[config.mk]
export PLATFORM = sky130hd
export DESIGN_NAME = die_temperature_monitor_flat
export DESIGN_NICKNAME = d
export VERILOG_FILES = /design/src/rtl/dtm_pkg.sv /design/src/rtl/dtm_sample_if.sv /design/src/rtl/dtm_cfg_if.sv /design/src/rtl/dtm_result_if.sv /design/src/rtl/dtm_convert.sv /design/src/rtl/die_temperature_monitor.sv /design/src/flat_wrapper.sv
export VERILOG_INCLUDE_DIRS = /design/src /design/src/rtl
export SDC_FILE = /design/constraint.sdc
export NUM_CORES = 1
export LEC_CHECK = 0
export ABC_AREA = 1
export BUFFER_PORTS_ARGS = -buffer_cell sky130_fd_sc_hd__buf_2
export CORE_MARGIN = 10
export CORE_UTILIZATION = 39
export CTS_CLUSTER_SIZE = 30
export DETAILED_ROUTE_END_ITERATION = 8
export SYNTH_ARGS = -nofsm -noshare
export SYNTH_HDL_FRONTEND = slang
export SYNTH_SLANG_ARGS = --single-unit
[constraint.sdc]
create_clock -name clk -period 7.72 [get_ports clk]
set_input_delay 1.158 -clock clk [delete_from_list [all_inputs] [get_ports clk]]
set_output_delay 1.158 -clock clk [all_outputs]
set_load 0.05 [all_outputs]
[src/rtl/die_temperature_monitor_defines.svh]
// assertion macros for the die temperature monitor
// no dependencies; expects a clock named clk and a reset named rst in scope
`ifndef DIE_TEMPERATURE_MONITOR_DEFINES_SVH
`define DIE_TEMPERATURE_MONITOR_DEFINES_SVH

`ifndef SYNTHESIS

// same-cycle implication, checked outside reset
`define DTM_ASSERT_IMPLIES(lbl, ante, cons, msg) \
  lbl: assert property (@(posedge clk) disable iff (rst) (ante) |-> (cons)) \
    else $error(msg);

// next-cycle implication, checked outside reset
`define DTM_ASSERT_NEXT(lbl, ante, cons, msg) \
  lbl: assert property (@(posedge clk) disable iff (rst) (ante) |=> (cons)) \
    else $error(msg);

`else

`define DTM_ASSERT_IMPLIES(lbl, ante, cons, msg)
`define DTM_ASSERT_NEXT(lbl, ante, cons, msg)

`endif

`endif

[src/rtl/dtm_pkg.sv]
// shared widths, codes, reset values and helpers for the die temperature monitor
// no dependencies
package dtm_pkg;

  // field widths
  localparam int RawW     = 12;
  localparam int TempW    = 11;
  localparam int ThrW     = 10;
  localparam int OffW     = 11;
  localparam int IntW     = 8;
  localparam int KindW    = 2;
  localparam int MvW      = 11;
  localparam int CfgIdxW  = 2;
  localparam int CfgDataW = 11;

  // default group size
  localparam int AvgSamplesDefault = 3;

  // register indexes on the configuration channel
  localparam logic [CfgIdxW-1:0] CfgEventThreshold  = 2'd0;
  localparam logic [CfgIdxW-1:0] CfgSensorOffset    = 2'd1;
  localparam logic [CfgIdxW-1:0] CfgSummaryInterval = 2'd2;

  // register reset values
  localparam logic [ThrW-1:0] ThrReset      = 10'd30;
  localparam logic [OffW-1:0] OffsetReset   = 11'd750;
  localparam logic [IntW-1:0] IntervalReset = 8'd10;

  // event codes
  localparam logic [KindW-1:0] KindNone    = 2'd0;
  localparam logic [KindW-1:0] KindWarming = 2'd1;
  localparam logic [KindW-1:0] KindCooling = 2'd2;

  // running extremes start at the ends of the signed range
  localparam logic signed [TempW-1:0] TempMaxValue = 11'sh3FF;
  localparam logic signed [TempW-1:0] TempMinValue = 11'sh400;

  // millivolt conversion: mv = raw * VrefMv >> AdcBits
  localparam int VrefMv  = 1400;
  localparam int VrefW   = 11;
  localparam int AdcBits = 12;

  // tenths conversion: |diff| * 10 / 27 by reciprocal multiply
  localparam int MvPerDegX10 = 27;
  localparam int DegShift    = 20;
  localparam int DegRecip    = 10 * (((1 << DegShift) + MvPerDegX10 - 1) / MvPerDegX10);
  localparam int DegRecipW   = 19;
  localparam int QuotW       = 10;
  localparam int RefTenths   = 250;

  // width of a full group sum
  function automatic int dtm_sum_width(input int n);
    return $clog2(n * ((1 << RawW) - 1) + 1);
  endfunction

  // width of the in-group sample counter
  function automatic int dtm_count_width(input int n);
    return (n > 1) ? $clog2(n) : 1;
  endfunction

endpackage

[src/rtl/dtm_sample_if.sv]
// sample channel: one raw adc conversion per transfer
// depends on dtm_pkg
interface dtm_sample_if import dtm_pkg::*; ();
  logic            valid;
  logic            ready;
  logic [RawW-1:0] raw_sample;

  modport source (output valid, output raw_sample, input ready);
  modport sink   (input valid, input raw_sample, output ready);
endinterface

[src/rtl/dtm_cfg_if.sv]
// configuration write channel: register index and write data
// depends on dtm_pkg
interface dtm_cfg_if import dtm_pkg::*; ();
  logic                valid;
  logic                ready;
  logic [CfgIdxW-1:0]  index;
  logic [CfgDataW-1:0] data;

  modport source (output valid, output index, output data, input ready);
  modport sink   (input valid, input index, input data, output ready);
endinterface

[src/rtl/dtm_result_if.sv]
// result channel: one temperature reading per transfer
// depends on dtm_pkg
interface dtm_result_if import dtm_pkg::*; ();
  logic                    valid;
  logic                    ready;
  logic [RawW-1:0]         average_raw;
  logic signed [TempW-1:0] temperature;
  logic signed [TempW-1:0] minimum_seen;
  logic signed [TempW-1:0] maximum_seen;
  logic [KindW-1:0]        event_kind;
  logic                    summary_due;

  modport source (output valid, output average_raw, output temperature,
                  output minimum_seen, output maximum_seen, output event_kind,
                  output summary_due, input ready);
  modport sink   (input valid, input average_raw, input temperature,
                  input minimum_seen, input maximum_seen, input event_kind,
                  input summary_due, output ready);
endinterface

[src/rtl/dtm_convert.sv]
// four-stage conversion pipeline: group sum -> average -> millivolts -> tenths
// depends on dtm_pkg
module dtm_convert import dtm_pkg::*; #(
  parameter int AVG_SAMPLES = AvgSamplesDefault
) (
  input  logic                                   clk,
  input  logic                                   rst,
  input  logic                                   in_valid,
  output logic                                   in_ready,
  input  logic [dtm_sum_width(AVG_SAMPLES)-1:0]  in_sum,
  input  logic [OffW-1:0]                        offset_mv,
  output logic                                   out_valid,
  input  logic                                   out_ready,
  output logic [RawW-1:0]                        out_avg,
  output logic signed [TempW-1:0]                out_temp
);

  localparam int SumW     = dtm_sum_width(AVG_SAMPLES);
  localparam int AvgShift = SumW + dtm_count_width(AVG_SAMPLES);
  localparam int AvgRecip = ((1 << AvgShift) + AVG_SAMPLES - 1) / AVG_SAMPLES;
  localparam int RecipW   = AvgShift + 1;
  localparam int AvgProdW = SumW + RecipW;
  localparam int MvProdW  = RawW + VrefW;
  localparam int DiffW    = OffW + 1;
  localparam int QProdW   = OffW + DegRecipW;
  localparam int NumStg   = 4;

  // stage valids and per-stage load enables
  logic [NumStg-1:0] stage_valid;
  logic [NumStg-1:0] stage_ready;

  logic [RawW-1:0]         avg2;
  logic [RawW-1:0]         avg3;
  logic [MvW-1:0]          mv3;
  logic [RawW-1:0]         avg4;
  logic                    neg4;
  logic [QuotW-1:0]        quot4;
  logic [RawW-1:0]         avg5;
  logic signed [TempW-1:0] temp5;

  logic [AvgProdW-1:0]     avg_prod;
  logic [MvProdW-1:0]      mv_prod;
  logic signed [DiffW-1:0] diff;
  logic [DiffW-1:0]        diff_mag;
  logic [QProdW-1:0]       quot_prod;
  logic [DiffW-1:0]        temp_wide;

  // a stage can load when empty or when its contents move on
  always_comb begin
    stage_ready[NumStg-1] = !stage_valid[NumStg-1] || out_ready;
    for (int k = NumStg - 2; k >= 0; k--) begin
      stage_ready[k] = !stage_valid[k] || stage_ready[k+1];
    end
  end

  assign in_ready = stage_ready[0];

  always_ff @(posedge clk) begin
    if (rst) begin
      stage_valid <= '0;
    end else begin
      if (stage_ready[0]) begin
        stage_valid[0] <= in_valid;
      end
      for (int k = 1; k < NumStg; k++) begin
        if (stage_ready[k]) begin
          stage_valid[k] <= stage_valid[k-1];
        end
      end
    end
  end

  // group average: sum / AVG_SAMPLES by exact reciprocal multiply
  assign avg_prod = AvgProdW'(in_sum) * AvgProdW'(AvgRecip);

  // millivolts from the average
  assign mv_prod = MvProdW'(avg2) * MvProdW'(VrefMv);

  // offset-corrected magnitude, divided by 27 after scaling by 10
  assign diff      = $signed({1'b0, mv3}) - $signed({1'b0, offset_mv});
  assign diff_mag  = diff[DiffW-1] ? DiffW'(-diff) : DiffW'(diff);
  assign quot_prod = QProdW'(diff_mag[OffW-1:0]) * QProdW'(DegRecip);

  // restore sign and add the 25 degree reference
  assign temp_wide = neg4 ? (DiffW'(RefTenths) - DiffW'(quot4))
                          : (DiffW'(RefTenths) + DiffW'(quot4));

  always_ff @(posedge clk) begin
    if (stage_ready[0]) begin
      avg2 <= avg_prod[AvgShift +: RawW];
    end
    if (stage_ready[1]) begin
      avg3 <= avg2;
      mv3  <= mv_prod[AdcBits +: MvW];
    end
    if (stage_ready[2]) begin
      avg4  <= avg3;
      neg4  <= diff[DiffW-1];
      quot4 <= quot_prod[DegShift +: QuotW];
    end
    if (stage_ready[3]) begin
      avg5  <= avg4;
      temp5 <= $signed(temp_wide[TempW-1:0]);
    end
  end

  assign out_valid = stage_valid[NumStg-1];
  assign out_avg   = avg5;
  assign out_temp  = temp5;

endmodule

[src/rtl/die_temperature_monitor.sv]
// die temperature monitor: sample averaging, conversion and reading statistics
// depends on dtm_pkg, the channel interfaces, dtm_convert and the defines header
//
// usage
//   sample: one 12-bit adc conversion per transfer; every AVG_SAMPLES transfers
//           close a group, and only a closing transfer leads to a result
//   cfg:    register writes (0 event threshold, 1 sensor offset in mV,
//           2 summary interval); always ready, other indexes are ignored
//   result: average, temperature in tenths of a degree, running min and max,
//           warming/cooling event and summary flag, one per group
// throughput: one sample per cycle unless a stall drops sample.ready; the path
//   is a six-register pipeline (group register, average, millivolts, quotient,
//   temperature, result) with at most one multiplier per stage
// reset: clears the partial group, the pipeline, the statistics and the
//   registers to their defaults (threshold 30, offset 750, interval 10)
// stall: a held result stays on the port; samples are still taken until
//   every pipeline stage is full, then sample.ready drops
`include "die_temperature_monitor_defines.svh"

module die_temperature_monitor import dtm_pkg::*; #(
  parameter int AVG_SAMPLES = AvgSamplesDefault
) (
  input  logic  clk,
  input  logic  rst,
  dtm_sample_if.sink   sample,
  dtm_cfg_if.sink      cfg,
  dtm_result_if.source result
);

  localparam int SumW   = dtm_sum_width(AVG_SAMPLES);
  localparam int CountW = dtm_count_width(AVG_SAMPLES);
  localparam int DeltaW = TempW + 1;

  // configuration registers
  logic [ThrW-1:0] event_threshold;
  logic [OffW-1:0] sensor_offset_mv;
  logic [IntW-1:0] summary_period;

  // group accumulation
  logic [SumW-1:0]   sample_sum;
  logic [CountW-1:0] samples_taken;
  logic [SumW-1:0]   group_sum;
  logic              group_valid;
  logic [SumW-1:0]   sum_next;
  logic              group_close;
  logic              sample_xfer;

  // conversion pipeline
  logic                    conv_ready;
  logic                    conv_valid;
  logic [RawW-1:0]         conv_avg;
  logic signed [TempW-1:0] conv_temp;

  // reading statistics
  logic signed [TempW-1:0] lowest_temp;
  logic signed [TempW-1:0] highest_temp;
  logic signed [TempW-1:0] previous_temp;
  logic                    previous_valid;
  logic [IntW-1:0]         readings_mod_interval;

  logic                     result_ready;
  logic                     reading_take;
  logic signed [TempW-1:0]  lowest_next;
  logic signed [TempW-1:0]  highest_next;
  logic signed [DeltaW-1:0] delta;
  logic signed [DeltaW-1:0] thr_pos;
  logic signed [DeltaW-1:0] thr_neg;
  logic [KindW-1:0]         kind_next;
  logic [IntW-1:0]          interval_eff;
  logic [IntW:0]            count_inc;
  logic                     due_next;

  // configuration writes
  assign cfg.ready = 1'b1;

  always_ff @(posedge clk) begin
    if (rst) begin
      event_threshold  <= ThrReset;
      sensor_offset_mv <= OffsetReset;
      summary_period   <= IntervalReset;
    end else if (cfg.valid) begin
      case (cfg.index)
        CfgEventThreshold:  event_threshold  <= cfg.data[ThrW-1:0];
        CfgSensorOffset:    sensor_offset_mv <= cfg.data[OffW-1:0];
        CfgSummaryInterval: summary_period   <= cfg.data[IntW-1:0];
        default: ;
      endcase
    end
  end

  // sample accumulation; a closing transfer loads the group register
  assign sample.ready = !group_valid || conv_ready;
  assign sample_xfer  = sample.valid && sample.ready;
  assign sum_next     = sample_sum + SumW'(sample.raw_sample);
  assign group_close  = (samples_taken == CountW'(AVG_SAMPLES - 1));

  always_ff @(posedge clk) begin
    if (rst) begin
      sample_sum    <= '0;
      samples_taken <= '0;
      group_valid   <= 1'b0;
    end else begin
      if (conv_ready) begin
        group_valid <= 1'b0;
      end
      if (sample_xfer) begin
        if (group_close) begin
          sample_sum    <= '0;
          samples_taken <= '0;
          group_valid   <= 1'b1;
        end else begin
          sample_sum    <= sum_next;
          samples_taken <= samples_taken + CountW'(1);
        end
      end
    end
  end

  always_ff @(posedge clk) begin
    if (sample_xfer && group_close) begin
      group_sum <= sum_next;
    end
  end

  dtm_convert #(
    .AVG_SAMPLES (AVG_SAMPLES)
  ) u_convert (
    .clk       (clk),
    .rst       (rst),
    .in_valid  (group_valid),
    .in_ready  (conv_ready),
    .in_sum    (group_sum),
    .offset_mv (sensor_offset_mv),
    .out_valid (conv_valid),
    .out_ready (result_ready),
    .out_avg   (conv_avg),
    .out_temp  (conv_temp)
  );

  // output register loads when empty or being taken
  assign result_ready = !result.valid || result.ready;
  assign reading_take = conv_valid && result_ready;

  // running extremes
  assign lowest_next  = (conv_temp < lowest_temp)  ? conv_temp : lowest_temp;
  assign highest_next = (conv_temp > highest_temp) ? conv_temp : highest_temp;

  // event versus the previous reading
  assign delta   = DeltaW'(conv_temp) - DeltaW'(previous_temp);
  assign thr_pos = $signed({2'b00, event_threshold});
  assign thr_neg = -thr_pos;

  always_comb begin
    kind_next = KindNone;
    if (previous_valid) begin
      if (delta >= thr_pos) begin
        kind_next = KindWarming;
      end else if (delta <= thr_neg) begin
        kind_next = KindCooling;
      end
    end
  end

  // summary counter; a zero interval acts as one
  assign interval_eff = (summary_period == '0) ? IntW'(1) : summary_period;
  assign count_inc    = {1'b0, readings_mod_interval} + (IntW + 1)'(1);
  assign due_next     = (count_inc >= {1'b0, interval_eff});

  always_ff @(posedge clk) begin
    if (rst) begin
      lowest_temp           <= TempMaxValue;
      highest_temp          <= TempMinValue;
      previous_temp         <= '0;
      previous_valid        <= 1'b0;
      readings_mod_interval <= '0;
      result.valid          <= 1'b0;
    end else begin
      if (result_ready) begin
        result.valid <= conv_valid;
      end
      if (reading_take) begin
        lowest_temp           <= lowest_next;
        highest_temp          <= highest_next;
        previous_temp         <= conv_temp;
        previous_valid        <= 1'b1;
        readings_mod_interval <= due_next ? '0 : count_inc[IntW-1:0];
      end
    end
  end

  always_ff @(posedge clk) begin
    if (reading_take) begin
      result.average_raw  <= conv_avg;
      result.temperature  <= conv_temp;
      result.minimum_seen <= lowest_next;
      result.maximum_seen <= highest_next;
      result.event_kind   <= kind_next;
      result.summary_due  <= due_next;
    end
  end

  // checks
  `DTM_ASSERT_IMPLIES(a_min_le_max, result.valid, result.minimum_seen <= result.maximum_seen, "running minimum above running maximum")
  `DTM_ASSERT_IMPLIES(a_temp_in_range, result.valid, (result.temperature >= result.minimum_seen) && (result.temperature <= result.maximum_seen), "temperature outside running extremes")
  `DTM_ASSERT_IMPLIES(a_count_bound, 1'b1, samples_taken <= CountW'(AVG_SAMPLES - 1), "sample counter passed group size")
  `DTM_ASSERT_NEXT(a_conv_held, conv_valid && !result_ready, conv_valid, "converted reading dropped while output stalled")

endmodule

[src/flat_wrapper.sv]
// flat-port wrapper written by rule: the top's interface ports become plain ports
module die_temperature_monitor_flat import dtm_pkg::*;
#(
  parameter int AVG_SAMPLES = AvgSamplesDefault
)
  (clk, rst, sample_valid, sample_raw_sample, sample_ready, cfg_valid, cfg_index, cfg_data, cfg_ready, result_valid, result_average_raw, result_temperature, result_minimum_seen, result_maximum_seen, result_event_kind, result_summary_due, result_ready);
  dtm_sample_if sample_i ();
  dtm_cfg_if cfg_i ();
  dtm_result_if result_i ();
  input  logic clk;
  input  logic rst;
  input wire logic [$bits(sample_i.valid)-1:0] sample_valid;
  input wire logic [$bits(sample_i.raw_sample)-1:0] sample_raw_sample;
  output wire logic [$bits(sample_i.ready)-1:0] sample_ready;
  input wire logic [$bits(cfg_i.valid)-1:0] cfg_valid;
  input wire logic [$bits(cfg_i.index)-1:0] cfg_index;
  input wire logic [$bits(cfg_i.data)-1:0] cfg_data;
  output wire logic [$bits(cfg_i.ready)-1:0] cfg_ready;
  output wire logic [$bits(result_i.valid)-1:0] result_valid;
  output wire logic [$bits(result_i.average_raw)-1:0] result_average_raw;
  output wire logic [$bits(result_i.temperature)-1:0] result_temperature;
  output wire logic [$bits(result_i.minimum_seen)-1:0] result_minimum_seen;
  output wire logic [$bits(result_i.maximum_seen)-1:0] result_maximum_seen;
  output wire logic [$bits(result_i.event_kind)-1:0] result_event_kind;
  output wire logic [$bits(result_i.summary_due)-1:0] result_summary_due;
  input wire logic [$bits(result_i.ready)-1:0] result_ready;
  assign sample_i.valid = sample_valid;
  assign sample_i.raw_sample = sample_raw_sample;
  assign sample_ready = sample_i.ready;
  assign cfg_i.valid = cfg_valid;
  assign cfg_i.index = cfg_index;
  assign cfg_i.data = cfg_data;
  assign cfg_ready = cfg_i.ready;
  assign result_valid = result_i.valid;
  assign result_average_raw = result_i.average_raw;
  assign result_temperature = result_i.temperature;
  assign result_minimum_seen = result_i.minimum_seen;
  assign result_maximum_seen = result_i.maximum_seen;
  assign result_event_kind = result_i.event_kind;
  assign result_summary_due = result_i.summary_due;
  assign result_i.ready = result_ready;
  die_temperature_monitor #(.AVG_SAMPLES(AVG_SAMPLES)) u_core (.clk(clk), .rst(rst), .sample(sample_i), .cfg(cfg_i), .result(result_i));
endmodule
Word-level counts from Yosys, hierarchy flattened
Cells that the tools add are included.
Widths: inputs -> output; s select.
{ "op_classes": {"n_addsub": 9, "multipliers": 3, "n_lt_le_gt_ge": 5, "eq_ne": 3, "mux": 13, "bitwise_logic": 1, "reduce_logical": 21} }
{ "ops": {"columns": ["operator", "n"], "rows": [
  ["$mux 11", 4],
  ["$mul 11x18->29 const B", 1],
  ["$mul 14x14->27 const B", 1],
  ["$sub 11x11->12", 2],
  ["$mul 12x8->20 const B", 1],
  ["$mux 8", 2],
  ["$add 14x12->14", 1],
  ["$mux 14", 1],
  ["$ge 12x11->1", 1],
  ["$le 12x12->1", 1],
  ["$neg 10->12", 1],
  ["$add 8x10->11 const A", 1],
  ["$gt 11x11->1", 1],
  ["$lt 11x11->1", 1],
  ["$neg 11->11", 1],
  ["$sub 8x10->11 const A", 1],
  ["$add 8x1->9 const B", 1],
  ["$ge 9x8->1", 1],
  ["$logic_not 8->1", 1],
  ["$logic_not 1->1", 6],
  ["$logic_or 1x1->1", 6],
  ["$reduce_and 2->1", 3],
  ["$eq 2x2->1 const B", 2],
  ["$mux 1", 4],
  ["7 further kinds", 10]
]} }
{ "totals": {"regBits": 236, "inputBits": 30, "out_inout_bits": 51, "wordCells": 87} }

Logic depth before layout (Yosys ltp)
{ "logic_depth": {"depth_word": 9, "ltp_mapped": 39, "mapped_depth_nobuf": 39} }

Hierarchy
Synthesis repeated with hierarchy kept, for this count alone.
{ "hier_totals": {"cells_unflattened": 2333, "area_unflattened_um2": 20701.1} }
{ "modules_own_cells": {"columns": ["mod", "n_inst", "cells_per_inst", "area_each_um2", "seq_area_each_um2"], "rows": [
  ["dtm_convert", 1, 1356, 12470.7, 2512.4],
  ["die_temperature_monitor", 1, 977, 8230.4, 3643.5]
]} }

Least setup slack after synthesis
Ideal clock, no wire load.
{ "synth_timing": {"kind": "register -> register", "startpoint": "reg u_core.u_convert.mv3[0]", "endpoint": "reg u_core.u_convert.quot4[9], data pin", "setup_ns": 0.254, "t_arrival_ns": 6.254, "required_ns": 7.466, "setup_slack_ns": 1.212, "stages_incl_launch_ff": 30, "path_buffers": 0, "synth_period_minus_slack_ns": 6.508, "path_cell_list": "edfxtp_1 -> inv_1 -> ha_1 -> inv_1 -> fa_1 -> inv_1 -> ha_1 -> and2_2 -> nand2_2 -> o31ai_1 -> xor2_1 -> fa_1 -> inv_1 -> fa_1 -> fa_1 -> inv_1 -> fa_1 -> inv_1 -> fa_1 -> inv_1 -> ha_1 -> a21oi_1 -> inv_1 -> nor2_1 -> a21boi_0 -> nor2_1 -> a211oi_1 -> nand2_1 -> nand2_1 -> nand2_1"} }
{ "synth_via": {"elab_chain_len": 4} }
{ "synth_lines": {"columns": ["element", "line", "source"], "rows": [
  ["start: declaration", "dtm_convert.sv:34", "logic [MvW-1:0] mv3;"],
  ["start signal: assignment", "dtm_convert.sv:94", "mv3 <= mv_prod[AdcBits +: MvW];"],
  ["$sub 11x11->12 *", "dtm_convert.sv:80", "assign diff = $signed({1'b0, mv3}) - $signed({1'b0, offset_mv});"],
  ["$neg 11->11", "dtm_convert.sv:81", "assign diff_mag = diff[DiffW-1] ? DiffW'(-diff) : DiffW'(diff);"],
  ["$mux 11 *", "dtm_convert.sv:81", null],
  ["$mul 11x18->29 *", "dtm_convert.sv:82", "assign quot_prod = QProdW'(diff_mag[OffW-1:0]) * QProdW'(DegRecip);"],
  ["via u_core.u_convert.quot_prod[29]", "dtm_convert.sv:45", "logic [QProdW-1:0] quot_prod;"],
  ["end signal: assignment", "dtm_convert.sv:99", "quot4 <= quot_prod[DegShift +: QuotW];"],
  ["end: declaration", "dtm_convert.sv:37", "logic [QuotW-1:0] quot4;"]
]} }
The timed path passes the listed nets; every way through them passes the cells marked *.
A chain may end at the register's enable or synchronous reset.

Worst setup path after layout
Same ends and word-level chain as after synthesis.

==> qor.csv <==
stage,metric,value,unit
final_layout,layout.nets,2825,
synth,synth.area.top_cells,"edfxtp_1 21%, ha_1 19%, fa_1 15%",
global_route,grt_overflow,0,
synth,avgSynthCellArea,9.01,um2
sta,fin_crit,6830,ps
clock_tree,h-tree-depth,1,
critical_path,crit_fanout,7,
final_layout,final_common_cell,inv_1,
synth,ys_seq_area_frac,0.304,
synth,synth-main-ff-cell,edfxtp_1,
critical_path,crit_type,reg -> reg,
critical_path,start_kind,flop,
global_route,antenna_found_initial,0,
route,wl,45000,um
synth,synthCells,2251,
critical_path,reg2reg_to,u_core.u_convert.quot4[9],
critical_path,cpMaxStageDelayCell,fa_1,
floorplan,io_pins,81,
sta,setup_slack,893,ps
critical_path,worstSetupEndpointType,flop,
critical_path,cp_slowest_stage_delay,590,ps
sta,setup_violations,0,
route,drcViolationCount,0,
place,placed_cell_area,0.0215,mm2
clock_tree,clk_latency,590,ps
sta,clock.fmax,0.146,GHz
place,portBuffers,79,
clock_tree,cts_resized,0,
sta,hold_viol,0,
synth,async_flop_share,0,
clock_tree,cts_hold_buffers,0,
critical_path,cp.required,8070,ps
synth,yosysTopAreaCell,edfxtp_1,
global_route,grt_pass1_vias,15454,
critical_path,cpMostUsedCell,inv_1,
route,via_per_inst,4.92,
clock_tree,cts_tree,built,
clock_tree,cts_setup_buffers,0,
sta,setup_tns,0,ps
place,pre_cts_ws,940,ps
clock_tree,clk_pin_slew,70,ps
floorplan,die_width,248,um
run_status,status,"finished, final reports clean",
floorplan,die-area,0.0615,mm2
sta,rsz0062_at_grt,false,
final_layout,drive_gt1_frac,0.0729,
place,dp_hpwl,36700,um
synth,synth_top_area_share,0.212,
worst_hold_path,hp-start,u_core.u_convert.avg3[10],
synth,ys_seq_elements,236,
worst_hold_path,min_to,u_core.u_convert.avg4[10],
synth,ys_types,54,
clock_tree,cts.sinks,236,
sta,maxSlewViolCount,0,
route,vias,14960,
final_layout,diodes,0,
final_layout,area_growth,10.5,%
place,gp_congestion,0.891,
worst_hold_path,min_path_cells,0,
clock_tree,clock_path_buffers,3,
floorplan,initial_utilization,0.394,
clock_tree,clockRootBuffer,clkbuf_16,
synth,syn_area,0.0203,mm2
sta,final.setup_skew,34.4,ps
worst_hold_path,hp-class,reg -> reg,
critical_path,crit_arrival,7180,ps
global_route,grt_pass1_wl,75700,um
clock_tree,cts_buffers,28,
sta,slew_headroom,0.218,
route,drtAntennaViolNets,0,
sta,finalCritPeriodShare,0.884,
sta,worst_slew_pin_slew,1160,ps
route,wl_per_cell,14.8,um
route,initialDrtViolationCount,744,
critical_path,r2r-start,u_core.u_convert.mv3[0],
synth,synth-edff-count,143,
floorplan,core,0.0514,mm2
final_layout,mostFrequentLayoutCells,"479 x inv_1, 329 x nand2_1, 308 x ha_1",
job,cap_violations,0,
synth,yosysWarningCount,0,
floorplan,die_y,248,um
global_route,grt_max_degree,91,
critical_path,rrSetupSlack,890,ps
global_route,grtUsageTotal,0.148,
route,dr.pass1.iters,6,
final_layout,post-route-cell-area,0.0224,mm2
critical_path,reg2regPathDepth,30,
synth,syn_nets,2737,
floorplan,rows,83,
worst max path at each step:
stage	endpoint	from	slack (ps)
CTS	u_core.u_convert.quot4[9]	u_core.u_convert.mv3[0]	910
global route	u_core.u_convert.quot4[9]	u_core.u_convert.mv3[0]	380
floorplan	u_core.u_convert.quot4[9]	u_core.u_convert.mv3[0]	1210
detailed placement	u_core.u_convert.quot4[9]	u_core.u_convert.mv3[0]	940
global placement	u_core.u_convert.quot4[9]	u_core.u_convert.mv3[0]	870
finish	u_core.u_convert.quot4[9]	u_core.u_convert.mv3[0]	890
cells by family (layout without fill, tap and decap cells):
kind of cell / count (synthesis) / after routing / synth area share
DFF: 236 / 236 / 0.304
xor gates and xnor gates: 81 / 81 / 0.0354
buffers and inverters: 518 / 628 / 0.0973
adders and majority gates: 456 / 456 / 0.336
AOI/OAI and AO/OA: 379 / 379 / 0.105
and+or+nand+nor: 580 / 580 / 0.123
other: 1 / 1 / 0.000185
metrics by stage:
step	hold slack, ps	util	std cells
after global routing	405	0.436	3041
after detailed placement	405	0.418	2989
after global placement	400	0.418	2989
after CTS	412	0.436	3041
after floorplan	400	-	2251
final	408	0.436	3041
sequential cells by signal (all words and copies together) (netlist names), 2 cells and up:
register / cells
u_core.event_threshold: 10
u_core.u_convert.avg4: 12
u_core.u_convert.avg2: 12
u_core.u_convert.out_temp: 11
u_core.u_convert.avg3: 12
u_core.u_convert.mv3: 11
u_core.readings_mod_interval: 8
u_core.sensor_offset_mv: 11
u_core.previous_temp: 11
u_core.highest_temp: 11
u_core.result.maximum_seen: 11
u_core.samples_taken: 2
u_core.u_convert.out_avg: 12
u_core.group_sum: 14
u_core.result.minimum_seen: 11
u_core.result.temperature: 11
u_core.summary_period: 8
u_core.u_convert.stage_valid: 4
u_core.result.average_raw: 12
u_core.lowest_temp: 11
u_core.result.event_kind: 2
u_core.u_convert.quot4: 10
u_core.sample_sum: 14
routing by layer:
layer,GRT usage,up-vias,share of wire
met5,0,-,0
met4,0.0368,0,0.021
met3,0.0223,59,0.050
met2,0.251,253,0.46
met1,0.196,7114,0.47
li1,-,7534,-
critical path, delay by kind of cell (launching register included):
kind | cells | cell delay [ps]
adders and majority gates | 9 | 3780
xor gates and xnor gates | 1 | 100
DFF | 1 | 350
buffers and inverters | 9 | 700
AOI/OAI and AO/OA | 4 | 1020
and+or+nand+nor | 7 | 640
Yosys cell counts, types with 25 or more instances:
library cell and number:
nand3_1 63, fa_1 148, edfxtp_1 143, dfxtp_1 93, xnor2_1 25, o21ai_0 118
a21oi_1 173, nand2_1 329, xor2_1 55, nor2_1 103, inv_1 479, ha_1 308
final cells by class:
class	instances	area [um2]
clock buffers	34	744
clock inverters	18	210
fillers	4949	29000
inverters	488	1830
multi-input cells	1497	12200
flip-flops and latches	236	6160
well taps	680	851
repair buffers	88	463
Power is left out: the tool's default activity adds up to more than one toggle a clock period on the data nets, which glitch-free logic cannot reach.
